===== src/rtl/eight_bit_bcd_alu_with_flags_top_defines.svh =====
// Assertion macros for the byte ALU with decimal mode.
// Depends on nothing; the including module must provide clk and rst_n.
`ifndef EIGHT_BIT_BCD_ALU_WITH_FLAGS_TOP_DEFINES_SVH
`define EIGHT_BIT_BCD_ALU_WITH_FLAGS_TOP_DEFINES_SVH

// Same-cycle implication, checked on every rising clk edge out of reset
`define EBA_ASSERT_IMP(label, ante, cons, msg) \
    label: assert property (@(posedge clk) disable iff (!rst_n) (ante) |-> (cons)) \
        else $error(msg);

// Next-cycle implication, checked on every rising clk edge out of reset
`define EBA_ASSERT_NXT(label, ante, cons, msg) \
    label: assert property (@(posedge clk) disable iff (!rst_n) (ante) |=> (cons)) \
        else $error(msg);

`endif


===== src/rtl/eba_pkg.sv =====
// Shared types, operation codes, flag positions and decimal fix-up constants
// for the byte ALU with decimal mode. Depends on nothing.
package eba_pkg;

    // Operation codes
    localparam logic [3:0] FUNC_ADC = 4'd0;
    localparam logic [3:0] FUNC_SBC = 4'd1;
    localparam logic [3:0] FUNC_CMP = 4'd2;
    localparam logic [3:0] FUNC_AND = 4'd3;
    localparam logic [3:0] FUNC_ORA = 4'd4;
    localparam logic [3:0] FUNC_EOR = 4'd5;
    localparam logic [3:0] FUNC_ASL = 4'd6;
    localparam logic [3:0] FUNC_LSR = 4'd7;
    localparam logic [3:0] FUNC_ROL = 4'd8;
    localparam logic [3:0] FUNC_ROR = 4'd9;
    localparam logic [3:0] FUNC_BIT = 4'd10;
    localparam logic [3:0] FUNC_INC = 4'd11;
    localparam logic [3:0] FUNC_DEC = 4'd12;

    // Status bit positions
    localparam int FLAG_C = 0;
    localparam int FLAG_Z = 1;
    localparam int FLAG_D = 3;
    localparam int FLAG_V = 6;
    localparam int FLAG_N = 7;

    // Decimal fix-up constants
    localparam logic [4:0] DEC_LO_LIMIT = 5'h0a;
    localparam logic [3:0] DEC_LO_FIX   = 4'h6;
    localparam logic [8:0] DEC_HI_LIMIT = 9'h0a0;
    localparam logic [7:0] DEC_HI_FIX   = 8'h60;
    localparam logic [3:0] SBC_LO_FIX   = 4'ha;
    localparam logic [3:0] SBC_HI_FIX   = 4'ha;

    // Input item
    typedef struct packed {
        logic [3:0] func;
        logic [7:0] reg_value;
        logic [7:0] operand;
        logic [7:0] status_in;
    } req_t;

    // Result item
    typedef struct packed {
        logic [7:0] result;
        logic [7:0] status_out;
    } rsp_t;

    // Stage 2: low nibble done, simple operations finished
    typedef struct packed {
        logic [3:0] func;
        logic [7:0] reg_value;
        logic [7:0] opnd_b;
        logic [7:0] status;
        logic [4:0] lo_sum;
        logic [4:0] lo_dec;
        logic [7:0] simple_result;
        logic [7:0] simple_status;
    } s2_t;

    // Stage 3: full binary and decimal sums
    typedef struct packed {
        logic [3:0] func;
        logic [7:0] status;
        logic [8:0] sum;
        logic       carry7;
        logic [8:0] dec_sum;
        logic       dec_ovf;
        logic       lo_carry;
        logic [7:0] simple_result;
        logic [7:0] simple_status;
    } s3_t;

    // Update N and Z from a result byte
    function automatic logic [7:0] set_nz(input logic [7:0] st, input logic [7:0] r);
        logic [7:0] o;
        o         = st;
        o[FLAG_Z] = (r == 8'h00);
        o[FLAG_N] = r[7];
        return o;
    endfunction

endpackage


===== src/rtl/eight_bit_bcd_alu_with_flags_top.sv =====
// Byte ALU with status flags and decimal add/subtract, four register stages.
// Depends on eba_pkg and eight_bit_bcd_alu_with_flags_top_defines.svh.
//
//   channel | valid     | ready     | payload        | moves
//   --------+-----------+-----------+----------------+------------------------
//   req     | req_valid | req_ready | req (req_t)    | operation, bytes, status
//   rsp     | rsp_valid | rsp_ready | rsp (rsp_t)    | result byte, new status
//
// One item enters per cycle while no stage is held; rsp_valid for an item rises
// once it has passed the four register stages (input, low nibble, full sums,
// output with flag assembly), and it can then leave when rsp_ready is high.
// Reset clears the stage valid bits only; payload registers are not reset.
// A stalled rsp holds the output stage, and each stage holds while the one
// after it is full and held, so nothing is lost or repeated.
`include "eight_bit_bcd_alu_with_flags_top_defines.svh"

module eight_bit_bcd_alu_with_flags_top (
    input  logic          clk,
    input  logic          rst_n,
    input  logic          req_valid,
    output logic          req_ready,
    input  eba_pkg::req_t req,
    output logic          rsp_valid,
    input  logic          rsp_ready,
    output eba_pkg::rsp_t rsp
);

    eba_pkg::req_t s1_reg;
    eba_pkg::s2_t  s2_reg, s2_next;
    eba_pkg::s3_t  s3_reg, s3_next;
    eba_pkg::rsp_t s4_reg, s4_next;
    logic          v1_reg, v2_reg, v3_reg, v4_reg;
    logic          rdy1, rdy2, rdy3, rdy4;

    // Stage ready chain: a stage loads when empty or when it moves on
    assign rdy4      = !v4_reg || rsp_ready;
    assign rdy3      = !v3_reg || rdy4;
    assign rdy2      = !v2_reg || rdy3;
    assign rdy1      = !v1_reg || rdy2;
    assign req_ready = rdy1;
    assign rsp_valid = v4_reg;
    assign rsp       = s4_reg;

    // Stage 1 to 2: operand select, low nibble sum, simple operations
    always_comb
    begin
        logic [7:0] a;
        logic [7:0] m;
        logic [7:0] st;
        logic [7:0] b;
        logic       cin;
        logic       cin_eff;
        logic [4:0] lo;
        logic [7:0] r;
        logic [7:0] so;

        a   = s1_reg.reg_value;
        m   = s1_reg.operand;
        st  = s1_reg.status_in;
        cin = st[eba_pkg::FLAG_C];

        b       = ((s1_reg.func == eba_pkg::FUNC_SBC) || (s1_reg.func == eba_pkg::FUNC_CMP))
                  ? ~m : m;
        cin_eff = (s1_reg.func == eba_pkg::FUNC_CMP) ? 1'b1 : cin;
        lo      = {1'b0, a[3:0]} + {1'b0, b[3:0]} + {4'b0, cin_eff};

        r  = 8'h00;
        so = st;
        unique case (s1_reg.func)
            eba_pkg::FUNC_AND:
            begin
                r  = a & m;
                so = eba_pkg::set_nz(st, r);
            end
            eba_pkg::FUNC_ORA:
            begin
                r  = a | m;
                so = eba_pkg::set_nz(st, r);
            end
            eba_pkg::FUNC_EOR:
            begin
                r  = a ^ m;
                so = eba_pkg::set_nz(st, r);
            end
            eba_pkg::FUNC_ASL:
            begin
                r                  = {m[6:0], 1'b0};
                so                 = eba_pkg::set_nz(st, r);
                so[eba_pkg::FLAG_C] = m[7];
            end
            eba_pkg::FUNC_LSR:
            begin
                r                  = {1'b0, m[7:1]};
                so                 = eba_pkg::set_nz(st, r);
                so[eba_pkg::FLAG_C] = m[0];
            end
            eba_pkg::FUNC_ROL:
            begin
                r                  = {m[6:0], cin};
                so                 = eba_pkg::set_nz(st, r);
                so[eba_pkg::FLAG_C] = m[7];
            end
            eba_pkg::FUNC_ROR:
            begin
                r                  = {cin, m[7:1]};
                so                 = eba_pkg::set_nz(st, r);
                so[eba_pkg::FLAG_C] = m[0];
            end
            eba_pkg::FUNC_BIT:
            begin
                r                  = a;
                so[eba_pkg::FLAG_Z] = ((a & m) == 8'h00);
                so[eba_pkg::FLAG_N] = m[7];
                so[eba_pkg::FLAG_V] = m[6];
            end
            eba_pkg::FUNC_INC:
            begin
                r  = m + 8'd1;
                so = eba_pkg::set_nz(st, r);
            end
            eba_pkg::FUNC_DEC:
            begin
                r  = m - 8'd1;
                so = eba_pkg::set_nz(st, r);
            end
            default:
            begin
                r  = 8'h00;
                so = st;
            end
        endcase

        s2_next.func          = s1_reg.func;
        s2_next.reg_value     = a;
        s2_next.opnd_b        = b;
        s2_next.status        = st;
        s2_next.lo_sum        = lo;
        // Decimal low nibble: add six and force the carry into the high nibble
        s2_next.lo_dec        = (lo >= eba_pkg::DEC_LO_LIMIT)
                                ? {1'b1, lo[3:0] + eba_pkg::DEC_LO_FIX} : lo;
        s2_next.simple_result = r;
        s2_next.simple_status = so;
    end

    // Stage 2 to 3: high nibble, binary sum, decimal sum and its overflow
    always_comb
    begin
        logic [7:0] a;
        logic [7:0] b;
        logic [4:0] hi;
        logic [3:0] lo7;
        logic [9:0] sv;

        a   = s2_reg.reg_value;
        b   = s2_reg.opnd_b;
        hi  = {1'b0, a[7:4]} + {1'b0, b[7:4]} + {4'b0, s2_reg.lo_sum[4]};
        lo7 = {1'b0, a[6:4]} + {1'b0, b[6:4]} + {3'b0, s2_reg.lo_sum[4]};
        sv  = {{2{a[7]}}, a[7:4], 4'b0} + {{2{b[7]}}, b[7:4], 4'b0}
              + {5'b0, s2_reg.lo_dec};

        s3_next.func          = s2_reg.func;
        s3_next.status        = s2_reg.status;
        s3_next.sum           = {hi, s2_reg.lo_sum[3:0]};
        s3_next.carry7        = lo7[3];
        s3_next.dec_sum       = {1'b0, a[7:4], 4'b0} + {1'b0, b[7:4], 4'b0}
                                + {4'b0, s2_reg.lo_dec};
        s3_next.dec_ovf       = !((sv[9:7] == 3'b000) || (sv[9:7] == 3'b111));
        s3_next.lo_carry      = s2_reg.lo_sum[4];
        s3_next.simple_result = s2_reg.simple_result;
        s3_next.simple_status = s2_reg.simple_status;
    end

    // Stage 3 to 4: decimal corrections and flag assembly
    always_comb
    begin
        logic [7:0] st;
        logic [7:0] st_bin;
        logic [7:0] r;
        logic [7:0] so;
        logic       dec;
        logic       hi_fix;

        st     = s3_reg.status;
        dec    = st[eba_pkg::FLAG_D];
        hi_fix = (s3_reg.dec_sum >= eba_pkg::DEC_HI_LIMIT);

        st_bin                  = eba_pkg::set_nz(st, s3_reg.sum[7:0]);
        st_bin[eba_pkg::FLAG_C] = s3_reg.sum[8];
        st_bin[eba_pkg::FLAG_V] = s3_reg.carry7 ^ s3_reg.sum[8];

        r  = s3_reg.simple_result;
        so = s3_reg.simple_status;
        unique case (s3_reg.func)
            eba_pkg::FUNC_ADC:
            begin
                if (dec)
                begin
                    r                   = s3_reg.dec_sum[7:0]
                                          + (hi_fix ? eba_pkg::DEC_HI_FIX : 8'h00);
                    so                  = st;
                    so[eba_pkg::FLAG_Z] = (s3_reg.sum[7:0] == 8'h00);
                    so[eba_pkg::FLAG_N] = s3_reg.dec_sum[7];
                    so[eba_pkg::FLAG_V] = s3_reg.dec_ovf;
                    so[eba_pkg::FLAG_C] = hi_fix;
                end
                else
                begin
                    r  = s3_reg.sum[7:0];
                    so = st_bin;
                end
            end
            eba_pkg::FUNC_SBC:
            begin
                r  = s3_reg.sum[7:0];
                so = st_bin;
                if (dec)
                begin
                    // Low nibble borrow takes six off the low nibble
                    if (!s3_reg.lo_carry)
                    begin
                        r[3:0] = r[3:0] + eba_pkg::SBC_LO_FIX;
                    end
                    // Borrow out of bit 7 takes 0x60 off the byte
                    if (!s3_reg.sum[8])
                    begin
                        r[7:4] = r[7:4] + eba_pkg::SBC_HI_FIX;
                    end
                end
            end
            eba_pkg::FUNC_CMP:
            begin
                r                   = s3_reg.sum[7:0];
                so                  = eba_pkg::set_nz(st, r);
                so[eba_pkg::FLAG_C] = s3_reg.sum[8];
            end
            default:
            begin
                r  = s3_reg.simple_result;
                so = s3_reg.simple_status;
            end
        endcase

        s4_next.result     = r;
        s4_next.status_out = so;
    end

    // Advance valid bits
    always_ff @(posedge clk or negedge rst_n)
    begin
        if (!rst_n)
        begin
            v1_reg <= 1'b0;
            v2_reg <= 1'b0;
            v3_reg <= 1'b0;
            v4_reg <= 1'b0;
        end
        else
        begin
            if (rdy1)
            begin
                v1_reg <= req_valid;
            end
            if (rdy2)
            begin
                v2_reg <= v1_reg;
            end
            if (rdy3)
            begin
                v3_reg <= v2_reg;
            end
            if (rdy4)
            begin
                v4_reg <= v3_reg;
            end
        end
    end

    // Advance payloads; hold while the stage is stalled
    always_ff @(posedge clk)
    begin
        if (rdy1 && req_valid)
        begin
            s1_reg <= req;
        end
        if (rdy2 && v1_reg)
        begin
            s2_reg <= s2_next;
        end
        if (rdy3 && v2_reg)
        begin
            s3_reg <= s3_next;
        end
        if (rdy4 && v3_reg)
        begin
            s4_reg <= s4_next;
        end
    end

    // Checks on the stage control
    `EBA_ASSERT_NXT(a_s3_hold, v3_reg && !rdy4, v3_reg && $stable(s3_reg), "stage 3 lost a stalled item")
    `EBA_ASSERT_NXT(a_s1_load, req_ready, v1_reg == $past(req_valid), "stage 1 valid does not follow req")
    `EBA_ASSERT_NXT(a_unused_op, v3_reg && rdy4 && (s3_reg.func > eba_pkg::FUNC_DEC), (rsp.result == 8'h00) && (rsp.status_out == $past(s3_reg.status)), "unused code changed the item")
    `EBA_ASSERT_IMP(a_out_source, $rose(rsp_valid), $past(v3_reg), "result appeared without a stage 3 item")

endmodule

===== config.mk =====
export PLATFORM = sky130hd
export DESIGN_NAME = eight_bit_bcd_alu_with_flags_top
export DESIGN_NICKNAME = d
export VERILOG_FILES = /design/src/rtl/eba_pkg.sv /design/src/rtl/eight_bit_bcd_alu_with_flags_top.sv
export VERILOG_INCLUDE_DIRS = /design/src /design/src/rtl
export SDC_FILE = /design/constraint.sdc
export NUM_CORES = 1
export LEC_CHECK = 0
export ABC_AREA = 1
export BUFFER_PORTS_ARGS = -buffer_cell sky130_fd_sc_hd__buf_2
export CAP_MARGIN = 20
export CORE_MARGIN = 2
export CORE_UTILIZATION = 44
export DETAILED_ROUTE_END_ITERATION = 7
export SLEW_MARGIN = 20
export SYNTH_ARGS = -nofsm -noshare
export SYNTH_HDL_FRONTEND = slang
export SYNTH_SLANG_ARGS = --single-unit

===== constraint.sdc =====
create_clock -name clk -period 4.6 [get_ports clk]
set_clock_uncertainty 0.15 [all_clocks]
set_input_delay 0.69 -clock clk [delete_from_list [all_inputs] [get_ports clk]]
set_output_delay 0.69 -clock clk [all_outputs]
set_load 0.05 [all_outputs]

==> key figures, run 1 <==
Logic synthesis
  • Ys async rst share: between 3 and 4%
  • Register area share after synthesis: 58.6%
  • Post-synthesis cell area: 0.00647 sq mm
  • Yosys reg bits: 127
  • Yosys Warn Count: 0
  • Netlist cell types: 43
  • Primary FF master, synth: edfxtp_1
  • Number of synthesized flops with an enable pin: 123
  • Synth Instances: 600
  • Synth Net Count: 675
  • Mean Syn Cell Area: 10.8 sq um

Power
  • Net switching power: 0.00105 W
  • Peak VDD IR: between 200 and 250 uV
  • Leakage: approximately 3.1 nW
  • Int Pwr: 0.00247 W
  • Pwr Density: between 400 and 500 mW/mm^2
  • Switching share of power: between 20% and 30%
  • Comb pwr share: 17.6%
  • Clock power share: a little under two fifths
  • Sequential share of power: 45.6%

Worst setup path
  • Crit path required time: 4680 ps
  • CP Max Fanout: 9
  • Critical Path Sink Type: register
  • Arrival @ worst endpoint: about 3800 ps
  • Critical path startpoint category: register
  • Crit Path Category: reg2reg

Layout
  • Fill count: 1254
  • Layout area overhead: 16.1%
  • Antenna cell count: 0
  • Area of the multi-input gates: 0.00231 sq mm
  • Fin util: around half
  • Register Area: 0.00379 sq mm
  • Max FFs per register: 41
  • Nets: about 740
  • Fraction of layout cells with a size suffix above 1: 16.9%
  • Design area: 0.00752 sq mm

Timing
  • Worst Tran Pin Value: 847 ps
  • Fin crit share: 80.6%
  • Setup TNS: 0 ps
  • Final setup vio count: 0
  • RSZ-0062 raised after global routing: false
  • Final Slew Violations: 0
  • Fmax: 0.270 GHz
  • Final min period: 3710 ps
  • Hold Fails Final Rpt: 0
  • Max transition margin: 43.4%

CTS
  • CTS HTree Levels: 4
  • Post-CTS Setup Bufs: 0
  • Clk_lat worst skew: 420 ps
  • CTS tree: done
  • Post-CTS sizing: 0
  • Root Driver: clkbuf_16
  • CTS Buffer Depth: 2
  • TritonCTS buffer count: 17
  • Clk slew on worst S/H paths: 60 ps
  • Clock sinks: 127

Global routing
  • First-pass GRT wire length: 21.9 mm
  • Largest net degree at the start of global routing: 39
  • Vias in the first global route: 4398
  • GRT overflow: 0
  • Initial antenna violation count: 0
  • Total GRT Usage: between 10% and 20%

Place
  • Number of I/O port buffers: 49
  • Placed cell area: approximately 0.0069 sq mm
  • Final GP Congestion: 0.908
  • Dpl hpwl: 10.3 mm

Detailed routing
  • Avg WL per Cell: ~16 um
  • DR iter-0 viols: roughly 270
  • Via count: 4319
  • Vias per cell: about 5.0
  • DR DRC count: 0
  • Detail Route Antenna Nets: 0
  • Pre-Repair DR Iteration Count: 4
  • Final WL: 13.5 mm

Floorplan
  • Core ar.: between 0.01 and 0.015 sq mm
  • DIE HEIGHT: 125 um
  • I/O pins: 50
  • Initial Utilization: around 45%
  • Die ar.: 0.0157 sq mm
  • Num rows: 44
  • Die width: 125 um

Flow run
  • Max cap viols: 0

Run status
  • Status: finished clean

Min path
  • HP Class: reg2reg
[stage by stage]
| stage | power, W | hold slack, ps | instances | setup WS (ps) |
|---|---|---|---|---|
| after floorplan | 0.00206 | 244 | 600 | 1410 |
| after global placement | 0.00222 | 256 | 827 | 1130 |
| after detailed placement | 0.00225 | 255 | 827 | 929 |
| after CTS | 0.00356 | 264 | 860 | 895 |
| after global routing | 0.00370 | 268 | 860 | 629 |
| final | 0.00352 | 264 | 860 | 892 |
[path summary, 6_finish.rpt]
kind                            start  slack [ps]          to  depth (start not counted)
min in group asynchronous       rst_n         450      v1_reg                          2
max in group asynchronous       rst_n        3730      v3_reg                          2
max                        s1_reg[26]         890  s2_reg[19]                         11
min                        s2_reg[21]         260  s3_reg[28]                          0
min reg2reg                s2_reg[21]         260  s3_reg[28]                          0
max reg2reg                s1_reg[26]         890  s2_reg[19]                         11
[logic make-up (layout without fill, tap and decap cells)]
logic type,after synthesis,in the layout,synth area share (%)
xor gates and xnor gates,20,20,2.71
adders and majority gates,43,43,9.36
DFF,127,127,58.6
muxes,1,1,0.174
buffers and inverters,96,172,5.80
AOI/OAI and AO/OA,82,82,7.60
and+or+nand+nor,231,231,15.8
[layout make-up]
class                           instances  area share [%]
Clock inverter                         15            2.00
Timing Repair Buffer                   54            3.80
Inverter                               86            4.33
Clock buffer                           17            5.66
Multi-Input combinational cell        377            30.7
Sequential cell                       127            50.5
Tap cell                              184            3.06
[power groups by stage]
| stage | Clock, W | Sequential [W] | Combinational [W] |
|---|---|---|---|
| after global placement | 0 | 0.00163 | 0.000599 |
| after detailed placement | 0 | 0.00163 | 0.000615 |
| final | 0.00130 | 0.00161 | 0.000619 |
| after CTS | 0.00133 | 0.00161 | 0.000622 |
| after global routing | 0.00138 | 0.00163 | 0.000699 |
| after floorplan | 0 | 0.00168 | 0.000379 |
[Yosys cell counts, types with 5 or more instances]
cell,number,share of area (%)
a211oi_1,6,0.70
a21oi_1,20,1.5
clkbuf_1,5,0.29
edfxtp_1,123,57
fa_1,9,2.8
ha_1,34,6.6
inv_1,79,4.6
inv_2,5,0.29
nand2_1,110,6.4
nand3_1,26,2.0
nand4_1,8,0.77
nor2_1,62,3.6
nor2_2,6,0.58
o2111ai_1,6,0.81
o21ai_0,28,2.2
o22ai_1,6,0.58
xor2_1,18,2.4
[worst max-delay path, stage by stage, from the launching register on]
cell	delay, ps
edfxtp_1	520
nor2_2	380
nand3_2	340
xor2_1	250
fa_1	410
inv_1	100
fa_1	220
xor2_1	290
inv_1	100
ha_1	240
or2_2	300
o21ai_0	220
[what timing repair did]
action | 4_1_cts | 5_1_grt
hold endpoints to repair | 4 | 0
setup endpoints to repair | 0 | 0
hold buffers | 1 | 0
[placed cells by master, fill, tap and decap left out, types with 9 or more instances in the layout]
master / Yosys / routed
buf_2: 4 / 49
clkbuf_16: 0 / 17
inv_1: 79 / 79
nand2_1: 110 / 110
ha_1: 34 / 34
xor2_1: 18 / 18
nand3_1: 26 / 26
nor2_1: 62 / 61
fa_1: 9 / 9
a21oi_1: 20 / 20
edfxtp_1: 123 / 123
o21ai_0: 28 / 28
[layer usage]
layer / routed length, um / vias up / global-route usage (%)
met5: 0 / - / 0
met3: 516 / 32 / 4.88
met4: 425 / 0 / 8.76
met2: 6730 / 103 / 31.0
li1: - / 2172 / -
met1: 5820 / 2012 / 21.4
(Power assumes the default switching activity.)
==> run 2, diff against run 1 <==
Clock period 4.6 ns to 3.35 ns, I/O delays scaled along.
==> run 2 against run 1 <==
Non-clock buffer count is 3 higher. Register-to-register slack got worse by 610 ps. Sequential power grew 37%. Final cell count up 0.35%. Maximum frequency increased by 21%. Clock power grew 38%. Worst hold slack lost 160 ps. Highest routed layer unchanged.
==> key figures, run 2 (synthesis gave the netlist of run 1 again) <==
Run status
  • Status: finished clean

Worst setup path
  • Register-to-register path setup slack: 280 ps (-610 ps)
  • Critical Path Sink Type: register
  • RR Endpoint: s2_reg[18]
  • Arrival @ worst endpoint: 3090 ps (-700 ps)
  • Reg-to-Reg Start: s1_reg[27]
  • CP max stage delay: 430 ps (-90 ps)
  • CP Max Fanout: 8 (-1)
  • Crit-path slowest cell: edfxtp_1
  • Reg2Reg Depth: 13 (+2)
  • Crit Path Category: reg2reg
  • Cell chain of the critical path: nor2_2, buf_4, a21oi_1, fa_1, inv_1, fa_1, xor2_2, inv_1, ha_1, o21ai_0, nand2_1, nand2_1, a21oi_1
  • Critical path startpoint category: register
  • Crit path required time: 3370 ps (-1310 ps)

Floorplan
  • Die ar.: 0.0157 sq mm (unchanged)
  • Initial Utilization: 44.7% (unchanged)
  • DIE HEIGHT: 125 um (unchanged)
  • I/O pins: 50 (unchanged)
  • Core ar.: 0.0145 sq mm (unchanged)
  • Die width: 125 um (unchanged)
  • Num rows: 44 (unchanged)

Detailed routing
  • DR DRC count: 0 (unchanged)
  • Pre-Repair DR Iteration Count: 5 (+1)
  • Final WL: 13.2 mm (-2.0%)
  • Via count: 4312 (-0.16%)
  • Vias per cell: 5.00 (-0.51%)
  • Detail Route Antenna Nets: 0 (unchanged)
  • DR iter-0 viols: 206 (-22%)
  • Avg WL per Cell: 15.3 um (-2.3%)

Timing
  • Final setup vio count: 0 (unchanged)
  • Final Slew Violations: 0 (unchanged)
  • Max transition margin: 67.1% (+24 points)
  • RSZ-0062 raised after global routing: false
  • Worst Tran Pin Value: 493 ps (-354 ps)
  • Final min period: 3070 ps (-640 ps)
  • Hold Fails Final Rpt: 0 (unchanged)
  • Setup TNS: 0 ps (unchanged)
  • Fin crit share: 91.6% (+11 points)
  • Final hold slack: 104 ps (-161 ps)
  • Fmax: 0.326 GHz (+21%)

Global routing
  • GRT overflow: 0 (unchanged)
  • First-pass GRT wire length: 21.5 mm (-1.5%)
  • Initial antenna violation count: 0 (unchanged)
  • Vias in the first global route: 4276 (-2.8%)
  • Largest net degree at the start of global routing: 42 (+7.7%)
  • Total GRT Usage: 17.9% (-0.27 points)

CTS
  • CTS Buffer Depth: 2 (unchanged)
  • TritonCTS buffer count: 17 (unchanged)
  • Clk slew on worst S/H paths: 60 ps (about the same)
  • CTS HTree Levels: 4 (unchanged)
  • Post-CTS Setup Bufs: 0 (unchanged)
  • CTS tree: done
  • Clk_lat worst skew: 420 ps (about the same)
  • Clock sinks: 127 (unchanged)
  • Root Driver: clkbuf_16

Place
  • Dpl hpwl: 10.2 mm (-0.91%)
  • Final GP Congestion: 0.943 (+3.8%)
  • Number of I/O port buffers: 49 (unchanged)

Layout
  • Fraction of layout cells with a size suffix above 1: 17.4% (+0.51 points)
  • Fill count: 1288 (+2.7%)
  • Max FFs per register: 41 (unchanged)
  • Most frequent cells in the layout: edfxtp_1 (123), nand2_1 (110), inv_1 (79)
  • Layout area overhead: 16.8%
  • Antenna cell count: 0 (unchanged)
  • Leading cell type in the layout, fill and taps excluded: edfxtp_1
  • Nets: 741 (+0.41%)

Power
  • Peak VDD IR: 347 uV (+49%)
  • Leakage: 3.15 nW (+0.81%)
  • Pwr Density: 640 mW/mm^2 (+37%)

Min path
  • WHS Endpoint: s1_reg[11]
  • Hold Crit Depth: 1 (+1)
  • Hold path start: req[11]
  • HP Class: in2reg

Flow run
  • Max cap viols: 0 (unchanged)
[run 2: cell count changes in the layout (fill, tap and decap cells not counted)]
cell | before | now
clkinv_2 | 0 | 2
inv_8 | 1 | 0
buf_4 | 4 | 7
clkinvlp_4 | 4 | 3
bufinv_16 | 1 | 2
xor2_1 | 18 | 17
inv_6 | 7 | 2
clkinv_4 | 2 | 6
xor2_2 | 0 | 1
[run 2: cell type report]
class	instances	area, sq um	area share [%]
clock buffer	17	425	5.63
inverter	86	325	4.30
sequential	127	3790	50.2
multi-input combinational	377	2310	30.6
tap	184	230	3.05
clock inverter	15	163	2.15
timing repair buffer	57	308	4.07
[run 2: stage by stage]
step | instances | instance area (sq um) | setup WS, ps | power, W | utilization (%)
after detailed placement | 830 | 6950 | 202 | 0.00309 | 48.0
after CTS | 863 | 7550 | 209 | 0.00490 | 52.2
after global routing | 863 | 7560 | 46.4 | 0.00509 | 52.2
after global placement | 830 | 6950 | 381 | 0.00306 | 48.0
after floorplan | 600 | 6470 | 155 | 0.00283 | -
final | 863 | 7560 | 283 | 0.00483 | 52.2
[run 2: worst max-delay path by stage]
stage	from	end	slack, ps
2_1_floorplan	s1_reg[26]	s2_reg[17]	160
3_3_place_gp	s1_reg[24]	s2_reg[17]	380
3_5_place_dp	s1_reg[25]	s2_reg[18]	200
4_1_cts	s1_reg[25]	s2_reg[18]	210
5_1_grt	s1_reg[24]	s2_reg[18]	50
6_report	s1_reg[27]	s2_reg[18]	280
[run 2: where the power goes]
part / switching [W] / total (W) / internal (W)
clock network: 0.000685 / 0.00179 / 0.00110
logic: 0.000579 / 0.000846 / 0.000267
registers: 0.000121 / 0.00220 / 0.00208
total: 0.00139 / 0.00483 / 0.00345
[run 2: routing by layer]
layer	vias to the layer above	wire [um]	share of wire (%)	global-route usage (%)
li1	2182	-	-	-
met1	1993	5600	42	21.7
met2	105	6680	51	30.1
met3	32	520	3.9	4.24
met4	0	425	3.2	9.15
met5	-	0	0	0
[run 2: what timing repair did]
| item | in CTS | in global routing |
|---|---|---|
| hold buffers | 1 | 0 |
| endpoints found under the setup margin | 0 | 1 |
| endpoints found under the hold margin | 4 | 0 |
| resized for setup | 0 | 1 |
[run 2: worst max-delay path: cells and delay by family, from the launching register on]
kind / cells / cell delay (ps)
and+or+nand+nor: 3 / 300
DFF: 1 / 430
xor gates and xnor gates: 1 / 260
buffers and inverters: 3 / 310
AOI/OAI and AO/OA: 3 / 470
adders and majority gates: 3 / 900
